## src/design/warp_grid_bilinear_coordinate_generator_assert.svh

```systemverilog
// ----------------------------------------------------------------------------
// Warp grid coordinate generator assertion macros
// Shared property forms for the checks at the end of the top level.
// ----------------------------------------------------------------------------
`ifndef WARP_GRID_BILINEAR_COORDINATE_GENERATOR_ASSERT_SVH
`define WARP_GRID_BILINEAR_COORDINATE_GENERATOR_ASSERT_SVH

// same-cycle implication
`define WGBC_ASSERT_IMPLY(label, clk, rst, ante, cons) \
   label: assert property (@(posedge clk) disable iff (rst) (ante) |-> (cons)) \
      else $error("wgbc: same-cycle check failed");

// next-cycle implication
`define WGBC_ASSERT_NEXT(label, clk, rst, ante, cons) \
   label: assert property (@(posedge clk) disable iff (rst) (ante) |=> (cons)) \
      else $error("wgbc: next-cycle check failed");

`endif

```

## src/design/wgbc_pkg.sv

```systemverilog
// ----------------------------------------------------------------------------
// Warp grid coordinate generator package
// Shared widths, codes and the tap control word of the blend pipeline.
// ----------------------------------------------------------------------------
package wgbc_pkg;

   localparam int GRID_COLS_DEF  = 64;
   localparam int GRID_ROWS_DEF  = 64;
   localparam int VALUE_BITS_DEF = 32;

   localparam int OP_BITS        = 2;
   localparam int NODE_IDX_BITS  = 6;
   localparam int NODE_BITS      = 32;
   localparam int COORD_BITS     = 16;
   localparam int OUT_BITS       = 32;
   localparam int POS_BITS       = 17;
   localparam int STEP_BITS      = 3;
   localparam int FRAC_BITS      = 7;
   localparam int SPAN_BITS      = 8;
   localparam int WEIGHT_BITS    = 15;
   localparam int SHIFT_BITS     = 4;
   localparam int CSR_INDEX_BITS = 2;
   localparam int CSR_DATA_BITS  = 16;

   localparam logic [OP_BITS-1:0] OP_WRITE_NODE = 2'd0;
   localparam logic [OP_BITS-1:0] OP_START_LINE = 2'd1;
   localparam logic [OP_BITS-1:0] OP_ADVANCE    = 2'd2;

   localparam logic [CSR_INDEX_BITS-1:0] CSR_ORIGIN_X  = 2'd0;
   localparam logic [CSR_INDEX_BITS-1:0] CSR_ORIGIN_Y  = 2'd1;
   localparam logic [CSR_INDEX_BITS-1:0] CSR_STEP_LOG2 = 2'd2;

   localparam logic [STEP_BITS-1:0] STEP_LOG2_RESET = 3'd4;

   typedef struct packed {
      logic                   valid;
      logic                   first;
      logic                   last;
      logic [WEIGHT_BITS-1:0] weight;
   } tap_ctl_type;

endpackage

```

## src/design/wgbc_blend.sv

```systemverilog
// ----------------------------------------------------------------------------
// Bilinear blend pipeline
// Weights one node pair per tap, accumulates four taps, floors by 2^(2s).
// ----------------------------------------------------------------------------
module wgbc_blend #(
   parameter int VALUE_BITS = wgbc_pkg::VALUE_BITS_DEF
) (
   input  logic                                  clock,
   input  logic                                  reset,
   input  wgbc_pkg::tap_ctl_type                 tap_ctl,
   input  logic signed [VALUE_BITS-1:0]          node_x,
   input  logic signed [VALUE_BITS-1:0]          node_y,
   input  logic [wgbc_pkg::SHIFT_BITS-1:0]       shift,
   output logic                                  res_valid,
   output logic signed [wgbc_pkg::OUT_BITS-1:0]  res_x,
   output logic signed [wgbc_pkg::OUT_BITS-1:0]  res_y
);
   import wgbc_pkg::*;

   localparam int ACC_BITS = VALUE_BITS + WEIGHT_BITS + 1;

   tap_ctl_type                tap_ff;
   logic signed [WEIGHT_BITS:0] weight_s;
   logic signed [ACC_BITS-1:0]  prod_x_in, prod_y_in, prod_x_ff, prod_y_ff;
   logic                        prod_valid_ff, prod_first_ff, prod_last_ff;
   logic signed [ACC_BITS-1:0]  acc_x_in, acc_y_in, acc_x_ff, acc_y_ff;
   logic                        acc_done_ff;
   logic signed [ACC_BITS-1:0]  shift_x, shift_y;
   logic signed [OUT_BITS-1:0]  res_x_ff, res_y_ff;
   logic                        res_valid_ff;

   // align the tap word with the registered memory data
   always_ff @(posedge clock) begin
      if (reset) begin
         tap_ff <= '0;
      end else begin
         tap_ff <= tap_ctl;
      end
   end

   assign weight_s  = signed'({1'b0, tap_ff.weight});
   assign prod_x_in = node_x * weight_s;
   assign prod_y_in = node_y * weight_s;

   always_ff @(posedge clock) begin
      if (reset) begin
         prod_valid_ff <= 1'b0;
      end else begin
         prod_valid_ff <= tap_ff.valid;
      end
   end

   always_ff @(posedge clock) begin
      if (tap_ff.valid) begin
         prod_x_ff     <= prod_x_in;
         prod_y_ff     <= prod_y_in;
         prod_first_ff <= tap_ff.first;
         prod_last_ff  <= tap_ff.last;
      end
   end

   assign acc_x_in = prod_first_ff ? prod_x_ff : acc_x_ff + prod_x_ff;
   assign acc_y_in = prod_first_ff ? prod_y_ff : acc_y_ff + prod_y_ff;

   always_ff @(posedge clock) begin
      if (prod_valid_ff) begin
         acc_x_ff <= acc_x_in;
         acc_y_ff <= acc_y_in;
      end
   end

   always_ff @(posedge clock) begin
      if (reset) begin
         acc_done_ff  <= 1'b0;
         res_valid_ff <= 1'b0;
      end else begin
         acc_done_ff  <= prod_valid_ff && prod_last_ff;
         res_valid_ff <= acc_done_ff;
      end
   end

   // arithmetic shift floors toward minus infinity
   assign shift_x = acc_x_ff >>> shift;
   assign shift_y = acc_y_ff >>> shift;

   always_ff @(posedge clock) begin
      if (acc_done_ff) begin
         res_x_ff <= shift_x[OUT_BITS-1:0];
         res_y_ff <= shift_y[OUT_BITS-1:0];
      end
   end

   assign res_valid = res_valid_ff;
   assign res_x     = res_x_ff;
   assign res_y     = res_y_ff;

endmodule

```

## config.mk

```make
export PLATFORM = sky130hd
export DESIGN_NAME = wgbc_blend
export DESIGN_NICKNAME = d
export VERILOG_FILES = /design/src/design/warp_grid_bilinear_coordinate_generator_assert.svh /design/src/design/wgbc_pkg.sv /design/src/design/wgbc_blend.sv
export SDC_FILE = /design/constraint.sdc
export NUM_CORES = 2
export LEC_CHECK = 0
export BUFFER_PORTS_ARGS = -buffer_cell sky130_fd_sc_hd__buf_2
export CAP_MARGIN = 10
export CELL_PAD_IN_SITES_DETAIL_PLACEMENT = 2
export CELL_PAD_IN_SITES_GLOBAL_PLACEMENT = 2
export CORE_MARGIN = 2
export CORE_UTILIZATION = 45
export CTS_CLUSTER_DIAMETER = 80
export DETAILED_ROUTE_END_ITERATION = 7
export PLACE_DENSITY_LB_ADDON = 0.1
export SYNTH_ARGS = -nofsm -noshare
export SYNTH_HDL_FRONTEND = slang
export SYNTH_SLANG_ARGS = --single-unit
```

## constraint.sdc

```tcl
create_clock -name clock -period 11.3 [get_ports clock]
set_input_delay 1.13 -clock clock [delete_from_list [all_inputs] [get_ports clock]]
set_output_delay 1.13 -clock clock [all_outputs]
set_load 0.02 [all_outputs]
```

==> results.yml <==
detailed_routing:
  dr.first_iter.drc_count: 1690
  wirelength_microns: 168000
  dr.pass1.iters: 5
  vias: 37287
  routed_via_density: 5.57
  post_drt_wl_per_cell_microns: 25.1
  drc_errors: 0
  ant_nets: 0
clocking:
  cts_buffers: 41
  cts_resized: 0
  clkTransAtPathRegs_ps: 60
  htree_num_levels: 2
  clock-sinks: 275
  cts_setup_buffers: 0
  hold_buffers: 0
  clock_path_buffers: 3
  cts_tree: "built"
  worstSkewPairLatency_ps: 610
  clockRootBuffer: "clkbuf_16"
critical_path:
  crit_fanout: 37
  worstSetupPathType: "flip-flop to flip-flop"
  endpoint_kind: "flip-flop"
  crit_required_ps: 11640
  r2r_cells: 24
  crit_arrival_ps: 8390
  startpoint_type: "flip-flop"
sta:
  slew_headroom: 0.279
  fin_ws_ps: 3240
  rsz0062_at_grt: "false"
  period_minus_slack_ps: 8060
  fmax_mhz: 124
  setup_viol: 0
  hold_ws_ps: 411
  tightest_slew_ps: 1080
  slew_viol_final: 0
  fin_crit_sh: 0.713
  finalSetupTns_ps: 0
  hold_viol_final: 0
  finClkSkew_ps: 34.5
job:
  maxCapViolCount: 0
layout:
  synthToLayoutAreaGrowth_pct: 6.88
  fin_cells: 6699
  num-nets-final: 6478
  nFillCells: 11657
  multi_input_area_sq_um: 37500
  final_layout_size_suffix_gt1_frac: 0.0735
  regArea_sq_um: 8090
logic_synthesis:
  seq_area_frac_synth: 0.160
  synth_area_sq_um: 50200
  yosysTopAreaCellShare: 0.359
  synth_ff_type: "edfxtp_1"
  netlist_top_cells_count: "inv_1, fa_1, nand2_1"
  synth_edf_count: 254
  yosysMostFrequentCell: "inv_1"
  synth.avg_cell_area_sq_um: 9.65
  syn_nets: 6505
  ys_async_sr_fraction: 0
  synth_area_leaders: "fa_1, edfxtp_1, ha_1"
  ys_types: 73
  ys_warn_count: 0
  ys_ff_latch: 275
  synth_top_area_cell: "fa_1"
  netlist_instances: 5203
place:
  place_hpwl_microns: 133000
  dp.cells: 6621
  globalplace.congestion: 0.880
  port_buffers: 152
  dp_slack_ps: 3280
power_and_ir_drop:
  p_leak_nw: 25.0
  p_total_mw: 13.7
  clkPwrFrac: 0.103
  p_comb_frac: 0.749
  p_seq_frac: 0.147
  internal_power_mw: 6.64
  switching_share: 0.516
  netSwitchingPower_mw: 7.10
  vdd_drop_max_mv: 0.171
  p_per_area_nw_per_um2: 256
global_routing:
  grt_pass1_wl_microns: 262000
  antenna_found_initial: 10
  grt_max_degree: 101
  grt_pass1_vias: 44380
  grt_use_total: 0.303
  grt_overflow: 0
die:
  die_h_microns: 338
  core_area_sq_um: 111000
  fp.dieArea_sq_um: 114000
  die_width_microns: 338
  initial_core_util: 0.454
  rows: 122
  boundaryPins: 153
min_path:
  holdCritPathClass: "flip-flop to flip-flop"
  min_path_cells: 0
outcome:
  status: "finished clean"
-- per-layer routing --
metal  share of wire  GRT usage  wire length, microns  vias to the layer above
li1                -          -                     -                    16274
met1            0.43      0.389                 72000                    19880
met2            0.50      0.529                 84000                      805
met3           0.042     0.0424                  7130                      314
met4           0.031     0.0905                  5200                       14
met5         0.00046          0                    78                        -
-- registers in the layout (all words and copies together) (netlist names) --
| name | flops |
|---|---|
| res_valid | 1 |
| prod_last_ff | 1 |
| res_y | 32 |
| acc_done_ff | 1 |
| prod_first_ff | 1 |
| res_x | 32 |
| prod_valid_ff | 1 |
| prod_x_ff | 47 |
| tap_ff | 18 |
| prod_y_ff | 47 |
| acc_y_ff | 47 |
| acc_x_ff | 47 |
-- worst paths after layout --
kind	from	end	slack [ps]
min reg2reg	tap_ff[16]$_SDFF_PP0_	prod_first_ff$_DFFE_PP_	410
min	tap_ff[16]$_SDFF_PP0_	prod_first_ff$_DFFE_PP_	410
max reg2reg	tap_ff[6]$_SDFF_PP0_	prod_x_ff[45]$_DFFE_PP_	3240
max	tap_ff[6]$_SDFF_PP0_	prod_x_ff[45]$_DFFE_PP_	3240
-- placed cells by master (no fill, tap or decap), types with 21 or more instances in the layout --
cell | netlist | routed
nand2b_1 | 23 | 23
mux2i_1 | 82 | 82
o21bai_1 | 22 | 22
edfxtp_1 | 254 | 254
o21ai_1 | 44 | 44
a211oi_1 | 26 | 26
a21oi_1 | 183 | 183
clkbuf_16 | 0 | 42
xnor2_1 | 119 | 119
a21o_1 | 102 | 102
mux4_2 | 84 | 84
fa_1 | 900 | 900
o21ai_0 | 154 | 154
nand3_1 | 35 | 35
nor2b_1 | 55 | 55
inv_1 | 991 | 990
xor2_1 | 69 | 69
buf_4 | 0 | 28
nand2_1 | 727 | 727
buf_2 | 1 | 149
a31oi_1 | 21 | 21
and2_1 | 456 | 456
nor2_1 | 91 | 91
and3_1 | 25 | 25
ha_1 | 314 | 314
-- area by class of cell --
type                    instances  area share
clock inverters                30     0.00751
inverters                     991      0.0693
multi-input cells            3688       0.699
clock buffers                  46      0.0202
well taps                    1488      0.0347
diodes                          2   0.0000933
repair buffers                179      0.0186
flip-flops and latches        275       0.151
-- stage by stage --
stage	utilization	instance area, sq um
6_report	0.485	53700
3_5_place_dp	0.471	52200
3_3_place_gp	0.471	52200
2_1_floorplan	-	50200
5_1_grt	0.485	53700
4_1_cts	0.485	53700
-- power by group through the flow --
stage | registers (mW) | clock network [mW] | logic, mW
4_1_cts | 2.02 | 1.45 | 10.3
3_3_place_gp | 2.02 | 0 | 9.58
5_1_grt | 2.04 | 1.48 | 11.5
2_1_floorplan | 1.86 | 0 | 7.09
3_5_place_dp | 2.04 | 0 | 10.2
6_report | 2.03 | 1.42 | 10.3
-- cell families (layout without fill, tap and decap cells) --
group,after synthesis,in the layout,share of synthesized area
AO/OA/AOI/OAI,654,654,0.0807
XOR/XNOR,188,188,0.0328
adder cells (fa/ha/maj),1214,1214,0.437
buffers and inverters,1240,1246,0.0927
flip-flops,275,275,0.160
multiplexers,177,177,0.0565
other,0,2,0
AND/OR/NAND/NOR,1455,1455,0.140
-- critical path, stage by stage, from the launching register on --
cell       delay [ps]
dfxtp_2          1030
buf_4             490
and2_1            210
fa_1              420
inv_1              90
fa_1              430
fa_1              520
inv_1              60
fa_1              480
fa_1              510
inv_1              70
fa_1              500
inv_1              60
ha_1              340
a21oi_1           160
o21ai_0           230
a221oi_1          290
o21ai_1           190
a22o_1            370
a21oi_2           250
o21ai_1           130
a41oi_1           400
o2111ai_1         220
a21oi_1           230
xnor2_1            80
No activity file was read; power rests on OpenSTA's default activity.
